$ cat config.mk
export PLATFORM = sky130hd
export DESIGN_NAME = lru_tbl_ctrl
export DESIGN_NICKNAME = d
export VERILOG_FILES = /design/src/hw/rtl/lru_tbl_pkg.sv /design/src/hw/rtl/lru_tbl_ctrl.sv
export SDC_FILE = /design/constraint.sdc
export NUM_CORES = 1
export LEC_CHECK = 0
export BUFFER_PORTS_ARGS = -buffer_cell sky130_fd_sc_hd__buf_2
export CORE_AREA = 10 10 47 49
export DETAILED_ROUTE_END_ITERATION = 7
export DIE_AREA = 0 0 57 59
export PLACE_DENSITY = 0.33
export SYNTH_ARGS = -nofsm -noshare
export SYNTH_HDL_FRONTEND = slang
export SYNTH_SLANG_ARGS = --single-unit
$ cat constraint.sdc
create_clock -name clock -period 1.4 [get_ports clock]
set_clock_uncertainty 0.1 [all_clocks]
set_input_delay 0.21 -clock clock [delete_from_list [all_inputs] [get_ports clock]]
set_output_delay 0.21 -clock clock [all_outputs]
set_load 0.02 [all_outputs]
$ cat src/hw/rtl/lru_tbl_pkg.sv
package lru_tbl_pkg;

   localparam int MAX_ENTRIES = 128;
   localparam int KEY_BITS    = 64;
   localparam int SLOT_W      = $clog2(MAX_ENTRIES);
   localparam int CNT_W       = $clog2(MAX_ENTRIES + 1);
   localparam int LEN_W       = 24;
   localparam int CAP_W       = 8;
   localparam int KEY_OUT_W   = 64;
   localparam int SLOT_OUT_W  = 7;
   localparam logic [CAP_W-1:0] CAP_RESET = CAP_W'(100);

   typedef enum logic [1:0] {
      CMD_FIND   = 2'd0,
      CMD_ADD    = 2'd1,
      CMD_REMOVE = 2'd2,
      CMD_NONE   = 2'd3
   } cmd_code_type;

   typedef struct packed {
      logic [1:0]            cmd;
      logic [KEY_OUT_W-1:0]  key;
      logic [LEN_W-1:0]      length;
   } req_payload_type;

   typedef struct packed {
      logic                  hit;
      logic [SLOT_OUT_W-1:0] slot;
      logic [LEN_W-1:0]      stored_length;
      logic                  evicted;
      logic [KEY_OUT_W-1:0]  evicted_key;
   } rsp_payload_type;

   typedef struct packed {
      logic load;
      logic compare;
      logic select;
      logic read;
      logic update;
   } dp_cmd_type;

   // One-hot (or empty) vector to slot number.
   function automatic logic [SLOT_W-1:0] onehot_to_slot(input logic [MAX_ENTRIES-1:0] vec);
      logic [SLOT_W-1:0] idx;
      idx = '0;
      for (int i = 0; i < MAX_ENTRIES; i++) begin
         if (vec[i]) idx = idx | SLOT_W'(i);
      end
      return idx;
   endfunction

endpackage

$ cat src/hw/rtl/lru_tbl_ctrl.sv
module lru_tbl_ctrl
   import lru_tbl_pkg::*;
(
   input  logic       clock,
   input  logic       reset,
   input  logic       req_valid,
   output logic       req_ready,
   output logic       rsp_valid,
   input  logic       rsp_ready,
   output dp_cmd_type dp_cmd
);

   typedef enum logic [2:0] {
      ST_IDLE, ST_COMPARE, ST_SELECT, ST_READ, ST_UPDATE
   } state_type;

   state_type state_ff;
   logic      req_ready_ff;
   logic      rsp_valid_ff;

   always_ff @(posedge clock) begin
      if (reset) begin
         state_ff     <= ST_IDLE;
         req_ready_ff <= 1'b1;
         rsp_valid_ff <= 1'b0;
      end else begin
         if (rsp_valid_ff && rsp_ready) rsp_valid_ff <= 1'b0;
         unique case (state_ff)
            ST_IDLE: begin
               if (req_valid) begin
                  state_ff     <= ST_COMPARE;
                  req_ready_ff <= 1'b0;
               end
            end
            ST_COMPARE: state_ff <= ST_SELECT;
            ST_SELECT:  state_ff <= ST_READ;
            ST_READ: begin
               // wait for the output register to free up
               if (!rsp_valid_ff || rsp_ready) state_ff <= ST_UPDATE;
            end
            ST_UPDATE: begin
               state_ff     <= ST_IDLE;
               req_ready_ff <= 1'b1;
               rsp_valid_ff <= 1'b1;
            end
            default: state_ff <= ST_IDLE;
         endcase
      end
   end

   assign req_ready = req_ready_ff;
   assign rsp_valid = rsp_valid_ff;

   always_comb begin
      dp_cmd.load    = req_ready_ff && req_valid;
      dp_cmd.compare = (state_ff == ST_COMPARE);
      dp_cmd.select  = (state_ff == ST_SELECT);
      dp_cmd.read    = (state_ff == ST_READ);
      dp_cmd.update  = (state_ff == ST_UPDATE);
   end

endmodule

[Yosys cells after proc, flatten, opt, wreduce, memory -nomap -nowiden]
Index checks and enable logic that the tools add are counted.
Cells by class
  equal/unequal tests: 6
  multiplexer cells: 7
  reductions and logical operators: 9
Operators by type and width (count)
  $pmux 3 s4: 1
  $eq 3x2->1 const B: 2
  $mux 3: 2
  $reduce_and 2->1: 2
  $reduce_bool 2->1: 2
  $eq 3x1->1 const B: 1
  $eq 3x3->1 const B: 1
  $logic_not 3->1: 1
  $mux 1: 3
  $logic_and 1x1->1: 2
  $ne 2x1->1 const B: 1
  $ne 2x2->1 const B: 1
  $pmux 1 s2: 1
  $logic_not 1->1: 1
  $logic_or 1x1->1: 1
Word-level totals
  register bits after elaboration: 5
  input port bits: 4
  output and inout bits: 7

[Depth between registers and ports, before layout]
Gate-level depths: netlist (run 1).
  word-level depth: 4
  mapped depth: 2
  depth with buffers taken out: 2

[Worst setup path before layout (run 1)]
No wires, ideal clock.
  path type: reg-to-output
  from: register state_ff[1]
  to: output port dp_cmd[2] in the netlist's numbering
  arrival: 0.955 ns
  data required time: 1.090 ns
  setup slack: 0.135 ns
  stages on the path, launching flop included: 2
  buffers on the path: 0
  cell sequence: dfxtp_1 nor3b_1
RTL lines
  start: declaration: line lru_tbl_ctrl.sv:17  | state_type state_ff;
  start signal: assignment: line lru_tbl_ctrl.sv:23  | state_ff <= ST_IDLE;
  start signal: assignment: line lru_tbl_ctrl.sv:31  | state_ff <= ST_COMPARE;
  start signal: assignment: line lru_tbl_ctrl.sv:35  | ST_COMPARE: state_ff <= ST_SELECT;
  end: declaration: line lru_tbl_ctrl.sv:10  | output dp_cmd_type dp_cmd

==> impl_metrics.json, run 1 <==
{
  "numPortBuffers": 10,
  "drcViolationCount": 0,
  "leakage_nw": 0.1661,
  "startpoint_type": "flop",
  "netSwitchingPower_mw": 0.1057,
  "grt_max_degree": 9,
  "yosys_most_used_dff": "dfxtp_1",
  "synth_top_area_cell": "dfxtp_1",
  "vias_per_cell": 3.875,
  "grt_pass1_vias": 233,
  "worstPathRequired_ns": 1.09,
  "clock-sinks": 5,
  "cts_tree": "yes",
  "finalHoldViolCount": 0,
  "dr.pass1.iters": 2,
  "row_count": 14,
  "dpl.hpwl_um": 490.6,
  "htreeDepth": 1,
  "core_area_sq_um": 1401,
  "use_met2": 0.05891,
  "clkTransAtPathRegs_ns": 0.05,
  "placed_area_sq_um": 309.0,
  "die_area_sq_um": 3363,
  "synthTopCellsByCount": "5 x dfxtp_1, 2 x nor2_1, 2 x nor3b_1, 2 x or3b_1",
  "routed_wl_um": 631,
  "antenna_found_initial": 0,
  "maxCapViolations": 0,
  "comb_power_share": 0.192,
  "tightest_slew_ns": 0.2807,
  "yosysUniqueCellTypes": 16,
  "start_util": 0.1598,
  "setup_viol": 1,
  "grt_overflow": 0,
  "synth-edff-count": 0,
  "ios": 11,
  "nNetsFinal": 45,
  "grt_use_total": 0.03972,
  "synthMostInstantiatedCell": "dfxtp_1",
  "power_density_nw_per_um2": 1108,
  "synth_area_leaders": "dfxtp_1 45%, or3b_1 7.8%, nor3b_1 6.7%, a2111oi_1 4.5%, a221o_1 4.5%",
  "violations": "setup timing",
  "synthesis.area_sq_um": 224.0,
  "syn_inst": 23,
  "worst-r2r-cell-count": 3,
  "grt_busiest_layer": "met2",
  "cts_inserted_buffers": 3,
  "grtUsageMet3": 0.02790,
  "wl_per_cell_um": 11.27,
  "synth-seq-cells": 5,
  "whs_ns": 0.08740,
  "outcome": "complete, but fails checks",
  "slew_violations": 0,
  "syn_avg_cell_area_sq_um": 9.738,
  "cp_max_fo": 2,
  "num_antenna_cells": 0,
  "peakVddDrop_uv": 409.1,
  "p_int_mw": 0.2975,
  "via_count": 217,
  "worst-setup-path-type": "reg2out",
  "drive_gt1_frac": 0.5000,
  "die_h_um": 59,
  "cts_max_path_buffers": 2,
  "design_area_sq_um": 364.1,
  "preCtsSetupSlack_ns": 0.1270,
  "cp-end-kind": "primary output",
  "rsz0062_at_grt": "yes",
  "hold_depth": 2,
  "grt_pass1_wl_um": 1041,
  "yosysWarnings": 0,
  "synth_top_area_frac": 0.4469,
  "first_iter_violations": 1,
  "layout.cells.non_filler": 56,
  "max_freq_mhz": 683.6,
  "dp_cells": 51,
  "fp.dieW_um": 57,
  "cp.arrival_ns": 1.15,
  "worst_slack_ns": -0.06281,
  "grt_use_met1": 0.03791,
  "area_growth_pct": 62.57,
  "ys_seq_area_frac": 0.4469,
  "hp-class": "in2reg",
  "period_needed_ns": 1.463,
  "syn_nets": 27,
  "p_sw_frac": 0.2622,
  "p_clk_frac": 0.407,
  "async_flop_share": 0,
  "seqPwrFrac": 0.401,
  "route.antenna.remaining_nets": 0,
  "max_slew_margin": 0.8124,
  "gp_congestion": 0.6827,
  "finalCritPeriodShare": 1.045,
  "cts_root_buf": "clkbuf_4",
  "insertion_delay_ns": 0.24
}
-- through the flow --
| step | power [mW] | utilization | setup TNS (ns) |
|---|---|---|---|
| floorplan | 0.2040 | - | 0 |
| global placement | 0.2345 | 0.2205 | 0 |
| detailed placement | 0.2346 | 0.2205 | 0 |
| CTS | 0.4113 | 0.2563 | -0.07846 |
| global route | 0.4344 | 0.2598 | -0.1803 |
| finish | 0.4032 | 0.2598 | -0.06281 |
-- logic make-up after synthesis --
kind of cell,after synthesis,share of synthesized area
AO/OA/AOI/OAI,5,0.1788
flip-flops,5,0.4469
AND/OR/NAND/NOR,12,0.3576
buffers and inverters,1,0.01674
-- worst max-delay path, cell delays in order, from the launching register on --
cell and delay [ns]:
dfxtp_4 0.33, or3b_1 0.39, inv_1 0.08, buf_6 0.11
-- power by group through the flow --
stage,registers [mW],clock network [mW],logic (mW)
6_report,0.162,0.164,0.0776
3_3_place_gp,0.166,0,0.0684
5_1_grt,0.163,0.187,0.0844
3_5_place_dp,0.168,0,0.0670
2_1_floorplan,0.169,0,0.0351
4_1_cts,0.162,0.173,0.0767
-- state kept, by name, indices dropped and copies added (netlist names) --
| name | flops |
|---|---|
| state_ff | 3 |
| req_ready | 1 |
| rsp_valid | 1 |
-- layout make-up --
class | count | area (sq um)
Multi-Input combinational cell | 17 | 125.1
Tap cell | 16 | 20.02
Fill cell | 161 | 1037
Clock buffer | 4 | 26.28
Inverter | 1 | 3.754
Timing Repair Buffer | 13 | 83.83
Sequential cell | 5 | 105.1
-- what timing repair did --
item                                    CTS  global route
buffers inserted                          1             0
pin swaps                                 1             1
hold buffers                              0             0
resized for setup                         6             2
endpoints found under the setup margin    3             4
-- path summary, 6_finish.rpt --
path | from | to | slack, ns
min | reset | state_ff[0]$_SDFFE_PP0P_ | 0.09
max | state_ff[0]$_SDFFE_PP0P_ | dp_cmd[0] | -0.06
min reg2reg | rsp_valid$_SDFFE_PP0P_ | state_ff[0]$_SDFFE_PP0P_ | 0.38
max reg2reg | state_ff[0]$_SDFFE_PP0P_ | req_ready$_SDFFE_PP1P_ | 0.07
-- per-layer routing --
metal  up-vias  share of wire
li1        121              -
met1        87           0.46
met2         9           0.41
met3         0           0.12
met4         0              0
met5         -              0
-- layout by cell type (no fill, tap or decap) --
cell       netlist  final
o21bai_1         1      1
and2_1           1      1
nor2_1           2      2
dfxtp_4          0      1
inv_1            1      1
nand3b_1         1      1
buf_2            0      7
a2111oi_1        1      1
a221o_1          1      1
clkbuf_1         0      1
or3b_1           2      2
buf_4            0      5
nor3b_2          0      1
clkbuf_4         0      3
nor3b_1          2      1
dfxtp_1          5      3
nand2_1          1      1
nand2b_1         1      1
and2_2           1      1
nor4b_1          1      1
a211oi_1         1      1
a21oi_1          1      1
dfxtp_2          0      1
buf_6            0      1
(Power assumes the default switching activity.)
==> inputs of run 2 (changes only) <==
PLACE_DENSITY = 0.34   (was 0.33)
clock period = 1.2 ns   (was 1.4 ns; I/O delays follow)
==> run 2 against run 1 <==
Net effect: the run still ends with setup timing left; combinational power up 57%; sequential share of layout area down 4.2 points; count of clock-buffer cells in the layout unchanged; worst setup slack worse by 0.15 ns; die area unchanged; via count up 18%; first-iteration DRC count rose to 6.0 times the previous value; worst hold slack better by 0.00084 ns.
==> impl_metrics.json, run 2 (same netlist as run 1, synthesis figures left out) <==
{
  "grt_use_total": 0.04443,
  "num_antenna_cells": 0,
  "tns_ns": -0.6968,
  "route.antenna.remaining_nets": 0,
  "fill_cells": 154,
  "tightest_slew_ns": 0.2712,
  "grt_pass1_wl_um": 1124,
  "wl_met2_um": 364,
  "rrSetupSlack_ns": 0,
  "cts_root_buf": "clkbuf_4",
  "drive_gt1_frac": 0.6429,
  "r2r_start": "state_ff[1]$_SDFFE_PP0P_",
  "layout_common_cells": "7 x buf_4, 5 x buf_2, 3 x clkbuf_4, 3 x buf_6, 3 x dfxtp_1",
  "dr.pass1.iters": 4,
  "core_area_sq_um": 1401,
  "seq_area_sq_um": 102.6,
  "violations": "setup timing",
  "numPortBuffers": 10,
  "dpl.hpwl_um": 550.8,
  "slew_violations": 0,
  "layout_commonest_cell": "buf_4",
  "ctsHoldBuffers": 0,
  "nNetsFinal": 47,
  "worstPathRequired_ns": 0.92,
  "cp-end-kind": "primary output",
  "cts_tree": "yes",
  "maxCapViolations": 0,
  "vias_per_cell": 4.414,
  "outcome": "complete, but fails checks",
  "rr_endpoint": "req_ready$_SDFFE_PP1P_",
  "max_slew_margin": 0.8185,
  "grt_max_degree": 8,
  "antenna_found_initial": 0,
  "cp_max_fo": 3,
  "leakage_nw": 0.1861,
  "worst-setup-path-type": "reg2out",
  "peakVddDrop_uv": 374.4,
  "worst_slack_ns": -0.2144,
  "area_growth_pct": 86.03,
  "whs_ns": 0.08824,
  "max_freq_mhz": 707.0,
  "cp.arrival_ns": 1.13,
  "critical-path-max-stage-delay_ns": 0.40,
  "wl_per_cell_um": 12.76,
  "period_needed_ns": 1.414,
  "multi_input_comb_area_sq_um": 152.6,
  "cts_inserted_buffers": 3,
  "clock-sinks": 5,
  "wl_met1_um": 305,
  "regMostFlops": "state_ff",
  "grt_overflow": 0,
  "die_area_sq_um": 3363,
  "hold_depth": 2,
  "cts_max_path_buffers": 2,
  "startpoint_type": "flop",
  "clkTransAtPathRegs_ns": 0.05,
  "dr_wl_met3_um": 65,
  "routed_wl_um": 740,
  "row_count": 14,
  "insertion_delay_ns": 0.24,
  "gp_congestion": 0.7319,
  "via_count": 256,
  "largest_reg_flops": 3,
  "worst-r2r-cell-count": 2,
  "ios": 11,
  "htreeDepth": 1,
  "first_iter_violations": 6,
  "critPathSlowestCell": "or3b_4",
  "fp.dieW_um": 57,
  "die_h_um": 59,
  "crit_chain": "or3b_4 > inv_2 > buf_6",
  "critPathCapture": "dp_cmd[0]",
  "crit_start": "state_ff[0]$_SDFFE_PP0P_",
  "finalCritPeriodShare": 1.179,
  "finalHoldViolCount": 0,
  "start_util": 0.1598,
  "routed.top_layer": "met4",
  "setup_viol": 5,
  "drcViolationCount": 0,
  "power_density_nw_per_um2": 1232,
  "grt_pass1_vias": 292,
  "rsz0062_at_grt": "yes",
  "hp-class": "in2reg"
}
run 2: how the worst min path moves through the flow:
stage,from,end
after floorplan,reset,rsp_valid$_SDFFE_PP0P_
final,reset,state_ff[1]$_SDFFE_PP0P_
after global placement,reset,rsp_valid$_SDFFE_PP0P_
after detailed placement,reset,rsp_valid$_SDFFE_PP0P_
after global routing,reset,state_ff[1]$_SDFFE_PP0P_
after CTS,reset,state_ff[0]$_SDFFE_PP0P_
run 2: through the flow:
step,utilization,instance area [sq um],total power [mW],setup slack (ns),std cells
6_report,0.2973,416.7,0.5133,-0.2144,58
5_1_grt,0.2973,416.7,0.5424,-0.2527,58
4_1_cts,0.2866,401.6,0.5163,-0.2334,58
3_5_place_dp,0.2357,330.3,0.2862,-0.02848,53
3_3_place_gp,0.2357,330.3,0.2849,-0.01059,53
2_1_floorplan,-,230.2,0.2405,-0.03018,23
run 2: final cells by class:
cell class,count,area share
timing repair buffer,15,0.2673
inverter,1,0.009009
sequential,5,0.2462
tap,16,0.04805
multi-input combinational,17,0.3664
clock buffer,4,0.06306
run 2: power breakdown:
| part | leakage (nW) | internal, mW | total [mW] | switching, mW |
|---|---|---|---|---|
| Combinational | 0.129 | 0.0628 | 0.122 | 0.0596 |
| Clock | 0.0150 | 0.126 | 0.202 | 0.0760 |
| Sequential | 0.0417 | 0.179 | 0.189 | 0.00955 |
run 2: repair_timing:
| item | CTS | global route |
|---|---|---|
| pin swaps | 4 | 1 |
| setup endpoints to repair | 5 | 7 |
| buffers inserted | 1 | 0 |
| gates resized for setup | 12 | 2 |
run 2: critical path, delay by kind of cell, from the launching register on:
family                 cells  cell delay (ns)
flip-flops                 1             0.32
AND/OR/NAND/NOR            1             0.40
buffers and inverters      2             0.17
run 2: metal layers:
metal	vias up	global-route usage
met1	123	0.04019
li1	123	-
met3	2	0.02146
met5	-	0
met2	8	0.06822
met4	0	0.05034
==> inputs of run 3 (changes only) <==
GPL_TIMING_DRIVEN = 0   (was unset)
==> run 3 against run 2 <==
Net effect: the run still ends with setup timing left; worst setup slack worse by 0.0077 ns; sequential share of layout area grew 2.0 points; utilization increased by 0.45 points; critical path depth did not move; power fell by 0.42%; fmax shrank 0.54%; critical path type unchanged; largest power group unchanged; highest routed layer unchanged.
==> impl_metrics.json, run 3 (same netlist as run 1, synthesis figures left out) <==
{
  "outcome": "complete, but fails checks",
  "violations": "setup timing",
  "ios": 11,
  "regMostFlops": "state_ff",
  "finalCritPeriodShare": 1.185,
  "grt_max_degree": 8,
  "drive_gt1_frac": 0.6667,
  "antenna_found_initial": 0,
  "rsz0062_at_grt": "yes",
  "critPathSlowestCell": "or3b_4",
  "cp_max_fo": 2,
  "path_depth": 3,
  "gp_congestion": 0.6777,
  "grt_pass1_wl_um": 1331,
  "cts_max_path_buffers": 2,
  "r2r_start": "state_ff[1]$_SDFFE_PP0P_",
  "insertion_delay_ns": 0.25,
  "worst_slack_ns": -0.2221,
  "grt_use_total": 0.05138,
  "cp.arrival_ns": 1.14,
  "maxCapViolations": 0,
  "crit_chain": "or3b_4 > inv_2 > buf_6",
  "route.antenna.remaining_nets": 0,
  "critical-path-max-stage-delay_ns": 0.40,
  "numPortBuffers": 10,
  "largest_reg_flops": 3,
  "grt_pass1_vias": 299,
  "cts_tree": "yes",
  "start_util": 0.1598,
  "hp-class": "in2reg",
  "vias_per_cell": 4.569,
  "leakage_nw": 0.1864,
  "htreeDepth": 1,
  "via_count": 265,
  "clkTransAtPathRegs_ns": 0.05,
  "cp-end-kind": "primary output",
  "nNetsFinal": 47,
  "worst-path-buf-inv": 2,
  "die_h_um": 59,
  "hold_start": "reset",
  "layout.cells.non_filler": 58,
  "wl_per_cell_um": 12.74,
  "preCtsSetupSlack_ns": -0.1665,
  "die_area_sq_um": 3363,
  "layout_common_cells": "6 x buf_2, 6 x buf_4, 3 x clkbuf_4, 3 x buf_6, 3 x dfxtp_4",
  "hold_depth": 2,
  "clock-sinks": 5,
  "period_needed_ns": 1.422,
  "num_antenna_cells": 0,
  "design_area_sq_um": 422.9,
  "grt_overflow": 0,
  "fill_cells": 151,
  "placed_area_sq_um": 300.3,
  "cts_root_buf": "clkbuf_4",
  "setup_viol": 5,
  "first_iter_violations": 3,
  "p_total_mw": 0.5111,
  "max_freq_mhz": 703.2,
  "worst-setup-path-type": "reg2out",
  "dr.pass1.iters": 4,
  "cts_inserted_buffers": 3,
  "core_area_sq_um": 1401,
  "peakVddDrop_uv": 473.9,
  "power_density_nw_per_um2": 1209,
  "finalHoldViolCount": 0,
  "dp_cells": 49,
  "crit_family": "simple AND/OR/NAND/NOR gates",
  "slew_violations": 0,
  "row_count": 14,
  "crit_start": "state_ff[0]$_SDFFE_PP0P_",
  "routed_wl_um": 739,
  "startpoint_type": "flop",
  "dpl.hpwl_um": 509.3,
  "fin_util": 0.3018,
  "worstPathRequired_ns": 0.92,
  "tightest_slew_ns": 0.2624,
  "fp.dieW_um": 57,
  "drcViolationCount": 0,
  "area_growth_pct": 88.83,
  "max_slew_margin": 0.8244,
  "worst-r2r-cell-count": 3
}
[run 3: report_power, final]
part	leakage (nW)	switching (mW)	internal (mW)
clock	0.0150	0.0772	0.126
sequential	0.0429	0.00764	0.177
combinational	0.129	0.0614	0.0619
total	0.186	0.146	0.365
[run 3: final cells by class]
cell class / count / area (sq um) / area share
multi-input combinational: 17 / 151.4 / 0.3580
tap: 16 / 20.02 / 0.04734
clock buffer: 4 / 26.28 / 0.06213
inverter: 1 / 3.754 / 0.008876
sequential: 5 / 112.6 / 0.2663
timing repair buffer: 15 / 108.9 / 0.2574
[run 3: metal layers]
layer  global-route usage  share of wire  vias up
li1                     -              -      126
met4              0.04698          0.026        0
met3              0.04292           0.13        4
met2              0.06822           0.45       15
met5                    0              0        -
met1              0.04858           0.40      120
[run 3: worst paths after layout]
| check | end | slack, ns |
|---|---|---|
| min | state_ff[1]$_SDFFE_PP0P_ | 0.10 |
| max | dp_cmd[0] | -0.22 |
| max reg2reg | req_ready$_SDFFE_PP1P_ | -0.13 |
| min reg2reg | req_ready$_SDFFE_PP1P_ | 0.38 |
[run 3: timing repair]
item	in CTS	in global routing
resized for setup	14	4
setup endpoints to repair	6	8
hold buffers	0	0
setup buffers	5	0
pin swaps	2	2
[run 3: metrics by stage]
stage	setup TNS [ns]	hold WS (ns)
after global placement	-0.1774	0.3180
final	-0.7064	0.1015
after floorplan	-0.03018	0.1491
after CTS	-0.8104	0.07058
after global routing	-1.014	0.08838
after detailed placement	-0.1976	0.3262
[run 3: worst reg2reg max path, cell delays in order, from the launching register on]
cell and delay (ns):
dfxtp_4 0.34, buf_6 0.13, or3b_1 0.36, a221o_1 0.29
